[config.mk]
export PLATFORM = sky130hd
export DESIGN_NAME = utf8_sanitizer_with_limits_core
export DESIGN_NICKNAME = d
export VERILOG_FILES = /design/src/rtl/core/u8san_pkg.sv /design/src/rtl/core/utf8_sanitizer_with_limits_core.sv /design/src/rtl/core/u8san_regs.sv /design/src/rtl/core/u8san_ctrl.sv /design/src/rtl/core/u8san_dp.sv
export SDC_FILE = /design/constraint.sdc
export NUM_CORES = 1
export LEC_CHECK = 0
export BUFFER_PORTS_ARGS = -buffer_cell sky130_fd_sc_hd__buf_2
export CAP_MARGIN = 10
export CORE_ASPECT_RATIO = 0.6
export CORE_MARGIN = 1
export CORE_UTILIZATION = 30
export DETAILED_ROUTE_END_ITERATION = 7
export GPL_ROUTABILITY_DRIVEN = 0
export SYNTH_ARGS = -nofsm -noshare
export SYNTH_HDL_FRONTEND = slang
export SYNTH_SLANG_ARGS = --single-unit
[constraint.sdc]
create_clock -name clk -period 6.2 [get_ports clk]
set_input_delay 0 -clock clk [delete_from_list [all_inputs] [get_ports clk]]
set_output_delay 0 -clock clk [all_outputs]
set_load 0.02 [all_outputs]
[src/rtl/core/u8san_pkg.sv]
`timescale 1ns / 1ps

package u8san_pkg;

    // Register indexes on the configuration port
    localparam logic REG_MAX_OUT_BYTES   = 1'b0;
    localparam logic REG_MAX_CODE_POINTS = 1'b1;

    localparam logic [15:0] MAX_OUT_BYTES_RST   = 16'd4096;
    localparam logic [15:0] MAX_CODE_POINTS_RST = 16'd1024;

    // Replacement character U+FFFD
    localparam logic [7:0] REPL_B0  = 8'hEF;
    localparam logic [7:0] REPL_B1  = 8'hBF;
    localparam logic [7:0] REPL_B2  = 8'hBD;
    localparam logic [2:0] REPL_LEN = 3'd3;

    // Lead byte classes
    localparam logic [7:0] MASK_2 = 8'hE0;
    localparam logic [7:0] TAG_2  = 8'hC0;
    localparam logic [7:0] MASK_3 = 8'hF0;
    localparam logic [7:0] TAG_3  = 8'hE0;
    localparam logic [7:0] MASK_4 = 8'hF8;
    localparam logic [7:0] TAG_4  = 8'hF0;
    localparam logic [7:0] CONT_MASK = 8'hC0;
    localparam logic [7:0] CONT_TAG  = 8'h80;

    // Code point bounds
    localparam logic [20:0] CP_MIN_2   = 21'h00080;
    localparam logic [20:0] CP_MIN_3   = 21'h00800;
    localparam logic [20:0] CP_MIN_4   = 21'h10000;
    localparam logic [20:0] CP_MAX     = 21'h10FFFF;
    localparam logic [20:0] SURR_FIRST = 21'h0D800;
    localparam logic [20:0] SURR_LAST  = 21'h0DFFF;

    // Controller to datapath
    typedef struct packed {
        logic load;       // take the input transfer into the pending buffer
        logic stop;       // limit hit: stop output, drop pending bytes
        logic rep_skip;   // replacement that does not fit: count only, drop one byte
        logic start_rep;  // begin emitting a replacement
        logic start_seq;  // begin emitting a valid sequence
        logic emit_byte;  // load one byte into the output register
        logic close;      // load the closing item, clear per-string state
    } ctrl_cmd_t;

    // Datapath to controller
    typedef struct packed {
        logic cnt_zero;
        logic stopped;
        logic fin;
        logic limit_hit;
        logic incomplete;
        logic bad;
        logic rep_fits;
        logic seq_fits;
        logic out_free;
        logic emit_last;
    } dp_status_t;

    // Sequence length implied by a lead byte, 0 if it cannot lead
    function automatic logic [2:0] lead_length(input logic [7:0] b);
        logic [2:0] len;
        if (!b[7])
            len = 3'd1;
        else if ((b & MASK_2) == TAG_2)
            len = 3'd2;
        else if ((b & MASK_3) == TAG_3)
            len = 3'd3;
        else if ((b & MASK_4) == TAG_4)
            len = 3'd4;
        else
            len = 3'd0;
        return len;
    endfunction

    function automatic logic is_cont(input logic [7:0] b);
        return (b & CONT_MASK) == CONT_TAG;
    endfunction

    // Continuation, overlong, surrogate and range checks
    function automatic logic seq_ok(input logic [7:0] b0, input logic [7:0] b1,
                                    input logic [7:0] b2, input logic [7:0] b3,
                                    input logic [2:0] len);
        logic [20:0] cp;
        logic        ok;
        cp = '0;
        ok = 1'b1;
        case (len)
            3'd2:
            begin
                cp = {10'd0, b0[4:0], b1[5:0]};
                ok = is_cont(b1) && (cp >= CP_MIN_2);
            end
            3'd3:
            begin
                cp = {5'd0, b0[3:0], b1[5:0], b2[5:0]};
                ok = is_cont(b1) && is_cont(b2) && (cp >= CP_MIN_3);
            end
            3'd4:
            begin
                cp = {b0[2:0], b1[5:0], b2[5:0], b3[5:0]};
                ok = is_cont(b1) && is_cont(b2) && is_cont(b3) && (cp >= CP_MIN_4);
            end
            default:
            begin
                ok = 1'b1;
            end
        endcase
        if (cp > CP_MAX)
            ok = 1'b0;
        if ((cp >= SURR_FIRST) && (cp <= SURR_LAST))
            ok = 1'b0;
        return ok;
    endfunction

endpackage

[src/rtl/core/utf8_sanitizer_with_limits_core.sv]
`timescale 1ns / 1ps

// UTF-8 sanitizer with byte and code point limits. Each accepted input transfer
// carries at most one byte of a string; results are sanitized bytes, one per
// output transfer, and one closing transfer per string carrying the replaced
// and truncated flags. Each item passes through the scan/emit loop of the
// controller; bytes leave through the single output register, which moves one
// byte per cycle while the output is not stalled. Limits are written through the
// APB port (offset 0x0 max_out_bytes, 0x4 max_code_points); the user must write
// them between strings, and the block itself does not enforce this. No clearing
// pass after reset.
module utf8_sanitizer_with_limits_core
    import u8san_pkg::*;
(
    input  logic        clk,
    input  logic        rst_n,
    input  logic        item_valid,
    output logic        item_ready,
    input  logic        has_byte,
    input  logic [7:0]  in_byte,
    input  logic        end_of_string,
    output logic        result_valid,
    input  logic        result_ready,
    output logic        out_valid,
    output logic [7:0]  out_byte,
    output logic        ends_code_point,
    output logic        closing,
    output logic        replaced_invalid,
    output logic        truncated,
    input  logic        psel,
    input  logic        penable,
    input  logic        pwrite,
    input  logic [2:0]  paddr,
    input  logic [31:0] pwdata,
    output logic [31:0] prdata,
    output logic        pready
);

    logic [15:0] max_out_bytes;
    logic [15:0] max_code_points;
    ctrl_cmd_t   cmd;
    dp_status_t  status;

    u8san_regs u_regs (
        .clk             (clk),
        .rst_n           (rst_n),
        .psel            (psel),
        .penable         (penable),
        .pwrite          (pwrite),
        .paddr           (paddr),
        .pwdata          (pwdata),
        .prdata          (prdata),
        .pready          (pready),
        .max_out_bytes   (max_out_bytes),
        .max_code_points (max_code_points)
    );

    u8san_ctrl u_ctrl (
        .clk        (clk),
        .rst_n      (rst_n),
        .item_valid (item_valid),
        .item_ready (item_ready),
        .status     (status),
        .cmd        (cmd)
    );

    u8san_dp u_dp (
        .clk              (clk),
        .rst_n            (rst_n),
        .has_byte         (has_byte),
        .in_byte          (in_byte),
        .end_of_string    (end_of_string),
        .max_out_bytes    (max_out_bytes),
        .max_code_points  (max_code_points),
        .cmd              (cmd),
        .status           (status),
        .result_ready     (result_ready),
        .result_valid     (result_valid),
        .out_valid        (out_valid),
        .out_byte         (out_byte),
        .ends_code_point  (ends_code_point),
        .closing          (closing),
        .replaced_invalid (replaced_invalid),
        .truncated        (truncated)
    );

endmodule

[src/rtl/core/u8san_regs.sv]
`timescale 1ns / 1ps

module u8san_regs
    import u8san_pkg::*;
(
    input  logic        clk,
    input  logic        rst_n,
    input  logic        psel,
    input  logic        penable,
    input  logic        pwrite,
    input  logic [2:0]  paddr,
    input  logic [31:0] pwdata,
    output logic [31:0] prdata,
    output logic        pready,
    output logic [15:0] max_out_bytes,
    output logic [15:0] max_code_points
);

    logic [15:0] max_out_bytes_reg;
    logic [15:0] max_code_points_reg;
    logic        wr_en;
    logic [1:0]  unused_low;

    assign wr_en      = psel && penable && pwrite;
    assign pready     = 1'b1;
    // Byte offset within a word is ignored
    assign unused_low = paddr[1:0];

    // Register writes
    always_ff @(posedge clk or negedge rst_n)
    begin
        if (!rst_n)
        begin
            max_out_bytes_reg   <= MAX_OUT_BYTES_RST;
            max_code_points_reg <= MAX_CODE_POINTS_RST;
        end
        else if (wr_en)
        begin
            unique case (paddr[2])
                REG_MAX_OUT_BYTES:   max_out_bytes_reg   <= pwdata[15:0];
                REG_MAX_CODE_POINTS: max_code_points_reg <= pwdata[15:0];
                default:             max_out_bytes_reg   <= max_out_bytes_reg;
            endcase
        end
    end

    // Read mux
    always_comb
    begin
        prdata = 32'd0;
        unique case (paddr[2])
            REG_MAX_OUT_BYTES:   prdata = {16'd0, max_out_bytes_reg};
            REG_MAX_CODE_POINTS: prdata = {16'd0, max_code_points_reg};
            default:             prdata = {30'd0, unused_low};
        endcase
    end

    assign max_out_bytes   = max_out_bytes_reg;
    assign max_code_points = max_code_points_reg;

endmodule

[src/rtl/core/u8san_ctrl.sv]
`timescale 1ns / 1ps

module u8san_ctrl
    import u8san_pkg::*;
(
    input  logic       clk,
    input  logic       rst_n,
    input  logic       item_valid,
    output logic       item_ready,
    input  dp_status_t status,
    output ctrl_cmd_t  cmd
);

    typedef enum logic [3:0] {
        S_IDLE  = 4'b0001,
        S_SCAN  = 4'b0010,
        S_EMIT  = 4'b0100,
        S_CLOSE = 4'b1000
    } state_t;

    state_t state_reg;
    state_t state_next;

    always_ff @(posedge clk or negedge rst_n)
    begin
        if (!rst_n)
            state_reg <= S_IDLE;
        else
            state_reg <= state_next;
    end

    // Next state and datapath commands
    always_comb
    begin
        state_next = state_reg;
        cmd        = '0;
        item_ready = 1'b0;
        unique case (state_reg)
            S_IDLE:
            begin
                item_ready = 1'b1;
                if (item_valid)
                begin
                    cmd.load   = 1'b1;
                    state_next = S_SCAN;
                end
            end
            S_SCAN:
            begin
                if (status.stopped || status.cnt_zero)
                    state_next = status.fin ? S_CLOSE : S_IDLE;
                else if (status.limit_hit)
                    cmd.stop = 1'b1;
                else if (status.incomplete && !status.fin)
                    state_next = S_IDLE;
                else if (status.bad)
                begin
                    if (status.rep_fits)
                    begin
                        cmd.start_rep = 1'b1;
                        state_next    = S_EMIT;
                    end
                    else
                        cmd.rep_skip = 1'b1;
                end
                else if (!status.seq_fits)
                    cmd.stop = 1'b1;
                else
                begin
                    cmd.start_seq = 1'b1;
                    state_next    = S_EMIT;
                end
            end
            S_EMIT:
            begin
                if (status.out_free)
                begin
                    cmd.emit_byte = 1'b1;
                    if (status.emit_last)
                        state_next = S_SCAN;
                end
            end
            S_CLOSE:
            begin
                if (status.out_free)
                begin
                    cmd.close  = 1'b1;
                    state_next = S_IDLE;
                end
            end
            default:
            begin
                state_next = S_IDLE;
            end
        endcase
    end

endmodule

[src/rtl/core/u8san_dp.sv]
`timescale 1ns / 1ps

module u8san_dp
    import u8san_pkg::*;
(
    input  logic        clk,
    input  logic        rst_n,
    input  logic        has_byte,
    input  logic [7:0]  in_byte,
    input  logic        end_of_string,
    input  logic [15:0] max_out_bytes,
    input  logic [15:0] max_code_points,
    input  ctrl_cmd_t   cmd,
    output dp_status_t  status,
    input  logic        result_ready,
    output logic        result_valid,
    output logic        out_valid,
    output logic [7:0]  out_byte,
    output logic        ends_code_point,
    output logic        closing,
    output logic        replaced_invalid,
    output logic        truncated
);

    // Pending buffer: three held bytes plus the incoming one
    logic [7:0]  buf_reg [4];
    logic [7:0]  buf_next [4];
    logic [2:0]  cnt_reg, cnt_next;
    logic [15:0] obc_reg, obc_next;
    logic [15:0] cpc_reg, cpc_next;
    logic        replaced_reg, replaced_next;
    logic        stopped_reg, stopped_next;
    logic        trunc_reg, trunc_next;
    logic        fin_reg, fin_next;

    // Emit sequencer
    logic        emit_rep_reg, emit_rep_next;
    logic [1:0]  emit_last_reg, emit_last_next;
    logic [1:0]  emit_idx_reg, emit_idx_next;

    // Output register
    logic        res_valid_reg, res_valid_next;
    logic        out_valid_reg;
    logic [7:0]  out_byte_reg;
    logic        ends_reg;
    logic        closing_reg;
    logic        rep_out_reg;
    logic        trunc_out_reg;

    logic [2:0]  lead;
    logic        cnt_lt_lead;
    logic        emit_last_hit;
    logic        out_free;
    logic [7:0]  emit_data;
    logic        do_shift;
    logic [2:0]  shift_amt;
    logic [2:0]  src;

    // Head-of-buffer checks
    assign lead          = lead_length(buf_reg[0]);
    assign cnt_lt_lead   = cnt_reg < lead;
    assign emit_last_hit = emit_idx_reg == emit_last_reg;
    assign out_free      = !res_valid_reg || result_ready;

    assign status.cnt_zero   = cnt_reg == 3'd0;
    assign status.stopped    = stopped_reg;
    assign status.fin        = fin_reg;
    assign status.limit_hit  = (obc_reg >= max_out_bytes) || (cpc_reg >= max_code_points);
    assign status.incomplete = (lead != 3'd0) && cnt_lt_lead;
    assign status.bad        = (lead == 3'd0) || cnt_lt_lead ||
                               !seq_ok(buf_reg[0], buf_reg[1], buf_reg[2], buf_reg[3], lead);
    assign status.rep_fits   = ({1'b0, obc_reg} + {14'd0, REPL_LEN}) <= {1'b0, max_out_bytes};
    assign status.seq_fits   = ({1'b0, obc_reg} + {14'd0, lead}) <= {1'b0, max_out_bytes};
    assign status.out_free   = out_free;
    assign status.emit_last  = emit_last_hit;

    // Byte to emit this cycle
    always_comb
    begin
        if (emit_rep_reg)
        begin
            case (emit_idx_reg)
                2'd0:    emit_data = REPL_B0;
                2'd1:    emit_data = REPL_B1;
                default: emit_data = REPL_B2;
            endcase
        end
        else
            emit_data = buf_reg[emit_idx_reg];
    end

    // A replacement drops one byte, a valid sequence drops its length
    assign do_shift  = cmd.rep_skip || (cmd.emit_byte && emit_last_hit);
    assign shift_amt = (cmd.rep_skip || emit_rep_reg) ? 3'd1 : {1'b0, emit_last_reg} + 3'd1;

    // Buffer and per-string state
    always_comb
    begin
        src            = '0;
        buf_next       = buf_reg;
        cnt_next       = cnt_reg;
        obc_next       = obc_reg;
        cpc_next       = cpc_reg;
        replaced_next  = replaced_reg;
        stopped_next   = stopped_reg;
        trunc_next     = trunc_reg;
        fin_next       = fin_reg;
        emit_rep_next  = emit_rep_reg;
        emit_last_next = emit_last_reg;
        emit_idx_next  = emit_idx_reg;

        if (cmd.load)
        begin
            fin_next = end_of_string;
            if (has_byte)
            begin
                if (stopped_reg)
                    trunc_next = 1'b1;
                else
                begin
                    buf_next[cnt_reg[1:0]] = in_byte;
                    cnt_next               = cnt_reg + 3'd1;
                end
            end
        end

        if (do_shift)
        begin
            for (int i = 0; i < 4; i++)
            begin
                src = 3'(i) + shift_amt;
                if (src < 3'd4)
                    buf_next[i] = buf_reg[src[1:0]];
            end
            cnt_next = cnt_reg - shift_amt;
        end

        if (cmd.stop)
        begin
            stopped_next = 1'b1;
            trunc_next   = 1'b1;
            cnt_next     = 3'd0;
        end

        if (cmd.rep_skip)
        begin
            cpc_next      = cpc_reg + 16'd1;
            replaced_next = 1'b1;
        end

        if (cmd.start_rep)
        begin
            obc_next       = obc_reg + {13'd0, REPL_LEN};
            cpc_next       = cpc_reg + 16'd1;
            replaced_next  = 1'b1;
            emit_rep_next  = 1'b1;
            emit_last_next = 2'(REPL_LEN - 3'd1);
            emit_idx_next  = 2'd0;
        end

        if (cmd.start_seq)
        begin
            obc_next       = obc_reg + {13'd0, lead};
            cpc_next       = cpc_reg + 16'd1;
            emit_rep_next  = 1'b0;
            emit_last_next = 2'(lead - 3'd1);
            emit_idx_next  = 2'd0;
        end

        if (cmd.emit_byte)
            emit_idx_next = emit_idx_reg + 2'd1;

        if (cmd.close)
        begin
            cnt_next      = 3'd0;
            obc_next      = 16'd0;
            cpc_next      = 16'd0;
            replaced_next = 1'b0;
            stopped_next  = 1'b0;
            trunc_next    = 1'b0;
            fin_next      = 1'b0;
        end
    end

    // Output handshake
    always_comb
    begin
        if (cmd.emit_byte || cmd.close)
            res_valid_next = 1'b1;
        else if (result_ready)
            res_valid_next = 1'b0;
        else
            res_valid_next = res_valid_reg;
    end

    always_ff @(posedge clk or negedge rst_n)
    begin
        if (!rst_n)
        begin
            cnt_reg       <= '0;
            obc_reg       <= '0;
            cpc_reg       <= '0;
            replaced_reg  <= 1'b0;
            stopped_reg   <= 1'b0;
            trunc_reg     <= 1'b0;
            fin_reg       <= 1'b0;
            emit_rep_reg  <= 1'b0;
            emit_last_reg <= '0;
            emit_idx_reg  <= '0;
            res_valid_reg <= 1'b0;
        end
        else
        begin
            cnt_reg       <= cnt_next;
            obc_reg       <= obc_next;
            cpc_reg       <= cpc_next;
            replaced_reg  <= replaced_next;
            stopped_reg   <= stopped_next;
            trunc_reg     <= trunc_next;
            fin_reg       <= fin_next;
            emit_rep_reg  <= emit_rep_next;
            emit_last_reg <= emit_last_next;
            emit_idx_reg  <= emit_idx_next;
            res_valid_reg <= res_valid_next;
        end
    end

    // Payload registers
    always_ff @(posedge clk)
    begin
        buf_reg <= buf_next;
        if (cmd.emit_byte)
        begin
            out_valid_reg <= 1'b1;
            out_byte_reg  <= emit_data;
            ends_reg      <= emit_last_hit;
            closing_reg   <= 1'b0;
            rep_out_reg   <= 1'b0;
            trunc_out_reg <= 1'b0;
        end
        else if (cmd.close)
        begin
            out_valid_reg <= 1'b0;
            out_byte_reg  <= 8'd0;
            ends_reg      <= 1'b0;
            closing_reg   <= 1'b1;
            rep_out_reg   <= replaced_reg;
            trunc_out_reg <= trunc_reg;
        end
    end

    assign result_valid     = res_valid_reg;
    assign out_valid        = out_valid_reg;
    assign out_byte         = out_byte_reg;
    assign ends_code_point  = ends_reg;
    assign closing          = closing_reg;
    assign replaced_invalid = rep_out_reg;
    assign truncated        = trunc_out_reg;

endmodule

==> run summary, run 1 <==
status: finished clean
Tightest Hold Check Type: in -> async
via count: 7919
CP peak stage delay: 0.48 ns
CTS tree: yes
Die Span X: 231.0 um
Netlist cell types: 85
CTS Buf Count: 17
Crit Path Max Fanout: 7
DR DRC count: 0
Sw Ratio: 43.27%
clock group share of total power: 20.9%
Yosys top cell by area: dfrtp_1
flops & latches, synth: 126
mean post-synth cell area: 9.371 sq um
setup TNS: 0 ns
Arr. time, crit path: 6.05 ns
post-CTS setup buffer count: 0
initial antenna violation count: 0
Die Area: 0.03219 sq mm
Clock Latency Late Sink: 0.44 ns
total of warnings raised by yosys: 0
RSZ-0062 raised after global routing: no
final WL: 27110 um
fin crit period: 5.692 ns
core area: 0.03041 sq mm
# diodes: 0
Util after Layout: 35.94%
CP Cell Sequence: nand2_1 -> o21ai_1 -> ha_1 -> fa_1 -> a21oi_1 -> nor3_1 -> buf_4 -> nand3_1 -> xnor2_1 -> ha_1 -> a21o_1 -> a21oi_1 -> o221ai_1 -> a2111oi_1 -> o21a_1 -> nand2_1 -> nor2_1 -> nand2_1 -> ha_1 -> a21o_1 -> a21o_1 -> nand4b_2 -> or3_1 -> a21oi_1
Initial Util: 31.03%
Reg area: 0.003022 sq mm
clock-pin slew on the worst setup and hold paths: 0.06 ns
Worst setup EP type: register
GRT overflow: 0
design area: 0.01093 sq mm
fmax: 175.7 MHz
post-DR wirelength/cell: 18.10 um
Reg power frac: 31.5%
Int Pwr: 2.742 mW
first-pass GRT wire length: 43210 um
via density per instance: 5.286
startpoint types: register
layout cells sized above 1: 18.99%
max reg flops: 32
most frequent cells in the layout: 84 x ha_1, 78 x dfrtp_1, 72 x mux2_2, 69 x nor2_1, 68 x nand2_1
Least-Margin Pin Slew: 1.171 ns
Power Density: 442.2 mW/mm^2
I/O pin count: 100
commonest non-fill, non-tap cell in the layout: ha_1
CP Buf/Inv Count: 1
FILL cells: 3102
Max rail drop VDD: 0.0001900 V
skew final: 0.01161 ns
Cell Area, Placed: 0.01003 sq mm
Psw: 2.091 mW
Root Buffer: clkbuf_16
Clock Sink Count: 126
Primary FF master, synth: dfrtp_1
Area contributors post-synth: dfrtp_1 21%, ha_1 11%, mux2_2 8.6%
ANT nets after route: 0
area of the multi-input gates: 0.005897 sq mm
area delta synth->final: 15.82%
LEAKAGE: 4.840 nW
DRT iter0 DRCs: 711
I/O Buffers: 64
Yosys top cell area share: 20.68%
First-pass DRT Iterations: 5
CP Class: reg -> reg
Final nets: 1216
EDFF count, synth: 9
vias in the first global route: 7574
H-tree lvl count: 4
Final Hold Violating Endpoints: 0
Std-Cell Rows: 49
Max-Cap Viols: 0
Total GRT Usage: 17.31%
Post-synth ARST share: 64.29%
post-synthesis sequential area ratio: 32.02%
Mapped Area: 0.009437 sq mm
max-slew violation count: 0
Largest delay share family, worst path: compound AO/OA/AOI/OAI gates
die height: 139.4 um
post-DP HPWL: 20240 um
cell count after synthesis: 1007
Rel. slew slack: 21.53%
WP data required: 6.56 ns
combinational power share: 47.6%
Slowest cell on crit path: a2111oi_1
clock tree buffer depth: 2
Final Cycle Share: 91.80%
Setup violations, final: 0
largest net degree at the start of global routing: 82
[metal layers]
layer	part of all wire, %	global-route usage [%]	vias up	wire [um]
met4	2.1	5.786	0	563
met1	50	26.95	3833	13620
met3	7.5	3.852	42	2031
li1	-	-	3768	-
met5	0	0	-	0
met2	40	22.79	276	10900
[kinds of logic after synthesis]
| kind of cell | after synthesis | share of synthesized area [%] |
|---|---|---|
| simple gates | 286 | 15.74 |
| compound gates | 208 | 14.23 |
| mux | 127 | 15.79 |
| flops | 126 | 32.02 |
| buf+inv | 125 | 6.099 |
| fa+ha+maj | 87 | 11.77 |
| xor+xnor | 46 | 4.269 |
| other cells | 2 | 0.07958 |
[cell usage after synthesis (all sizes together) (4+ instances only)]
cell type  instances
a211oi             5
a21o              12
a21oi             57
and2               6
and3               8
buf               34
clkbuf            32
dfrtp             78
dfxtp             36
edfxtp             9
ha                84
inv               59
mux2              72
mux2i             47
mux4               8
nand2             69
nand2b             9
nand3             34
nand3b             4
nand4             20
nand4b             4
nor2              70
nor2b              7
nor3              21
nor4               4
o211ai             8
o21a               5
o21ai             50
o22ai             24
o2bb2ai            5
o31a               6
o31ai              7
or2                8
or3               11
or4                5
xnor2             19
xor2              27
[power groups by stage]
stage                     clock network, mW  logic (mW)  registers (mW)
after detailed placement                  0        2.24            1.52
after CTS                              1.03        2.28            1.51
after floorplan                           0        1.84            1.31
after global placement                    0        2.17            1.51
final                                  1.01        2.30            1.52
after global routing                   1.06        2.59            1.57
[stage by stage]
step	setup WS [ns]	total power, mW	instances	hold slack [ns]
after floorplan	1.420	3.150	1022	-0.2956
after global placement	0.7761	3.675	1435	0.2549
after detailed placement	0.5521	3.762	1435	0.2550
after CTS	0.5235	4.814	1498	0.3384
after global routing	0.03455	5.212	1498	0.3673
final	0.5084	4.833	1498	0.3079
[worst reg2reg max path, stage by stage, from the launching register on]
cell	delay, ns
dfxtp_1	0.45
nand2_1	0.08
o21ai_1	0.38
ha_1	0.28
fa_1	0.22
a21oi_1	0.11
nor3_1	0.17
buf_4	0.18
nand3_1	0.09
xnor2_1	0.16
ha_1	0.30
a21o_1	0.18
a21oi_1	0.18
o221ai_1	0.18
a2111oi_1	0.48
o21a_1	0.29
nand2_1	0.13
nor2_1	0.25
nand2_1	0.15
ha_1	0.31
a21o_1	0.11
a21o_1	0.24
nand4b_2	0.17
or3_1	0.37
a21oi_1	0.14
[final cells by class]
cell class	instances	area share (%)
Multi-Input combinational cell	771	53.96
Clock inverter	5	0.4579
Sequential cell	126	27.65
Inverter	59	2.095
Clock buffer	27	4.900
Tap cell	408	4.671
Timing Repair Buffer	102	6.274
[repair_timing]
| item | CTS | global route |
|---|---|---|
| resized for setup | 0 | 1 |
| endpoints found under the hold margin | 143 | 0 |
| setup endpoints to repair | 0 | 5 |
| hold buffers | 31 | 0 |
[path summary, 6_finish.rpt]
path / slack, ns / endpoint / startpoint / depth (start not counted)
min in group clk: 0.35 / u_regs.max_out_bytes[13] / pwdata[13] / 3
worst max-delay path: 0.51 / u_dp.obc_reg[13] / u_dp.buf_reg[29] / 24
worst min-delay path: 0.31 / u_regs.max_out_bytes[0] / rst_n / 2
worst min register to register: 0.44 / u_dp.out_valid / u_dp.out_valid / 2
worst max register to register: 0.51 / u_dp.obc_reg[13] / u_dp.buf_reg[29] / 24
max in group asynchronous: 5.13 / u_dp.fin_reg / rst_n / 2
No activity file was read; power rests on OpenSTA's default activity.
==> run 2, diff against run 1 <==
CORE_ASPECT_RATIO = unset   (was 0.6)
GPL_TIMING_DRIVEN = 0   (was unset)
==> run 2 against run 1 <==
The run now ends with design-rule violations left. Non-clock buffer count is 59 higher. Global-route usage fell by 0.59 points. Count of clock-buffer cells in the layout is 1 higher. Cell area grew 2.8%. Largest cell class unchanged. Maximum frequency shrank 1.0%. Via count grew 1.4%. Combinational power is 8% higher. Worst hold slack worse by 0.23 ns.
==> run summary, run 2 (synthesized netlist as in run 1, its figures left out) <==
status: finished with violations (was finished clean)
failing checks: design-rule violations
Die Span X: 179.4 um (was 231.0 um)
most frequent cells in the layout: 84 x ha_1, 78 x dfrtp_1, 72 x buf_2, 72 x mux2_2, 69 x nor2_1 (was 84 x ha_1, 78 x dfrtp_1, 72 x mux2_2, 69 x nor2_1, 68 x nand2_1)
I/O pin count: 100 (unchanged)
LEAKAGE: 5.000 nW (was 4.840 nW)
Clock Sink Count: 126 (unchanged)
Die Area: 0.03217 sq mm (was 0.03219 sq mm)
Root Buffer: clkbuf_16 (unchanged)
H-tree lvl count: 4 (unchanged)
Final Instance Count excl. Fillers: 1545 (was 1498)
vias in the first global route: 7644 (was 7574)
Total GRT Usage: 16.72% (was 17.31%)
commonest non-fill, non-tap cell in the layout: ha_1 (unchanged)
First-pass DRT Iterations: 8 (was 5)
core area: 0.03075 sq mm (was 0.03041 sq mm)
Worst setup EP type: register (unchanged)
fmax: 173.9 MHz (was 175.7 MHz)
worst reg2reg path depth: 19 (was 24)
Rel. slew slack: 34.04% (was 21.53%)
placed insts: 1482 (was 1435)
GRT overflow: 0 (unchanged)
Tightest Hold Check Type: in -> async (unchanged)
reg2reg setup slack: 0.45 ns (was 0.51 ns)
post-DP HPWL: 19580 um (was 20240 um)
Initial Util: 30.69% (was 31.03%)
skew final: 0.008716 ns (was 0.01161 ns)
via density per instance: 5.199 (was 5.286)
post-DR wirelength/cell: 17.01 um (was 18.10 um)
Final Cycle Share: 92.75% (was 91.80%)
post-CTS setup buffer count: 0 (unchanged)
CTS tree: yes (unchanged)
Util after Layout: 36.55% (was 35.94%)
Max rail drop VDD: 0.0002528 V (was 0.0001900 V)
Slowest cell on crit path: nor3_1 (was a2111oi_1)
first-pass GRT wire length: 41450 um (was 43210 um)
design area: 0.01124 sq mm (was 0.01093 sq mm)
Crit path depth: 19 (was 24)
Final nets: 1275 (was 1216)
via count: 8032 (was 7919)
CP Class: reg -> reg (unchanged)
DR DRC count: 16 (was 0)
fin crit period: 5.751 ns (was 5.692 ns)
r2r startpoint: u_dp.obc_reg[1] (was u_dp.buf_reg[29])
Clock Latency Late Sink: 0.42 ns (was 0.44 ns)
clock tree buffer depth: 2 (unchanged)
max-slew violation count: 0 (unchanged)
Cell Area, Placed: 0.01034 sq mm (was 0.01003 sq mm)
CTS Buf Count: 17 (unchanged)
WP data required: 6.55 ns (was 6.56 ns)
# diodes: 0 (unchanged)
Max-Cap Viols: 0 (unchanged)
startpoint types: register (unchanged)
CP peak stage delay: 0.58 ns (was 0.48 ns)
most frequent CP cell: ha_1
final WL: 26270 um (was 27110 um)
largest net degree at the start of global routing: 52 (was 82)
Arr. time, crit path: 6.10 ns (was 6.05 ns)
clock-pin slew on the worst setup and hold paths: 0.06 ns (about the same)
I/O Buffers: 63 (was 64)
Crit Path Max Fanout: 10 (was 7)
CP Buf/Inv Count: 4 (was 1)
max reg flops: 32 (unchanged)
CP Cell Sequence: inv_1 -> ha_1 -> nand2b_1 -> nor3_1 -> nand3_1 -> xnor2_1 -> ha_1 -> a21oi_1 -> o21a_1 -> o211ai_1 -> o211ai_1 -> o2bb2ai_2 -> o211ai_2 -> clkbuf_1 -> ha_1 -> buf_1 -> buf_2 -> mux2_2 -> mux2i_1 (was nand2_1 -> o21ai_1 -> ha_1 -> fa_1 -> a21oi_1 -> nor3_1 -> buf_4 -> nand3_1 -> xnor2_1 -> ha_1 -> a21o_1 -> a21oi_1 -> o221ai_1 -> a2111oi_1 -> o21a_1 -> nand2_1 -> nor2_1 -> nand2_1 -> ha_1 -> a21o_1 -> a21o_1 -> nand4b_2 -> or3_1 -> a21oi_1)
DRT iter0 DRCs: 555 (was 711)
initial antenna violation count: 0 (unchanged)
Final Hold Violating Endpoints: 0 (unchanged)
area delta synth->final: 19.11% (was 15.82%)
Power Density: 430.5 mW/mm^2 (was 442.2 mW/mm^2)
FILL cells: 3179 (was 3102)
ANT nets after route: 0 (unchanged)
Reg area: 0.003022 sq mm (unchanged)
Setup violations, final: 0 (unchanged)
RR Endpoint: u_dp.buf_reg[22] (was u_dp.obc_reg[13])
die height: 179.4 um (was 139.4 um)
Least-Margin Pin Slew: 0.9820 ns (was 1.171 ns)
RSZ-0062 raised after global routing: no (unchanged)
Largest delay share family, worst path: compound AO/OA/AOI/OAI gates (unchanged)
area of the multi-input gates: 0.005919 sq mm (was 0.005897 sq mm)
Std-Cell Rows: 64 (was 49)
layout cells sized above 1: 20.19% (was 18.99%)
[run 2: cell count changes in the layout (fill, tap and decap cells not counted), moves of 4 or more]
cell	previous run	this run
buf_1	0	4
buf_4	8	19
clkbuf_1	5	38
buf_2	63	72
[run 2: timing repair]
action,4_1_cts,5_1_grt
setup endpoints to repair,2,12
hold buffers,31,0
cloned,0,0
hold endpoints to repair,142,0
gates resized for setup,1,3
[run 2: metrics by stage]
step	power [mW]	hold WS [ns]	TNS, ns	worst slack, ns
final	4.838	0.07789	0	0.4493
after global routing	5.233	0.1246	0	0.09883
after CTS	4.836	0.07824	0	0.1339
after detailed placement	3.817	-0.01658	-0.07327	-0.07327
after global placement	3.742	0.2484	-0.1091	-0.1091
after floorplan	3.150	-0.2956	0	1.420
[run 2: metal layers]
layer,global-route usage [%],part of all wire (%)
met5,0,0
met4,6.022,2.8
met3,2.806,4.8
met2,28.21,47
met1,21.38,45
[run 2: worst max-delay path by stage]
stage	startpoint	end	slack [ns]
floorplan	u_dp.buf_reg[30]	u_dp.obc_reg[13]	1.42
global placement	u_dp.buf_reg[30]	u_dp.obc_reg[13]	-0.11
detailed placement	u_dp.buf_reg[29]	u_dp.obc_reg[13]	-0.07
CTS	u_dp.buf_reg[29]	u_dp.obc_reg[13]	0.13
global route	u_dp.buf_reg[28]	u_dp.obc_reg[13]	0.1
finish	u_dp.obc_reg[1]	u_dp.buf_reg[22]	0.45
[run 2: final cells by class]
type | count | area share (%)
sequential | 126 | 26.88
timing repair buffer | 95 | 5.833
buffer | 66 | 3.084
tap | 396 | 4.408
inverter | 59 | 2.037
multi-input combinational | 771 | 52.67
clock inverter | 4 | 0.1892
clock buffer | 28 | 4.898
[run 2: where the power goes]
| part | internal (mW) | total (mW) | switching, mW |
|---|---|---|---|
| clock | 0.604 | 0.978 | 0.374 |
| sequential | 1.09 | 1.37 | 0.288 |
| combinational | 1.07 | 2.49 | 1.42 |
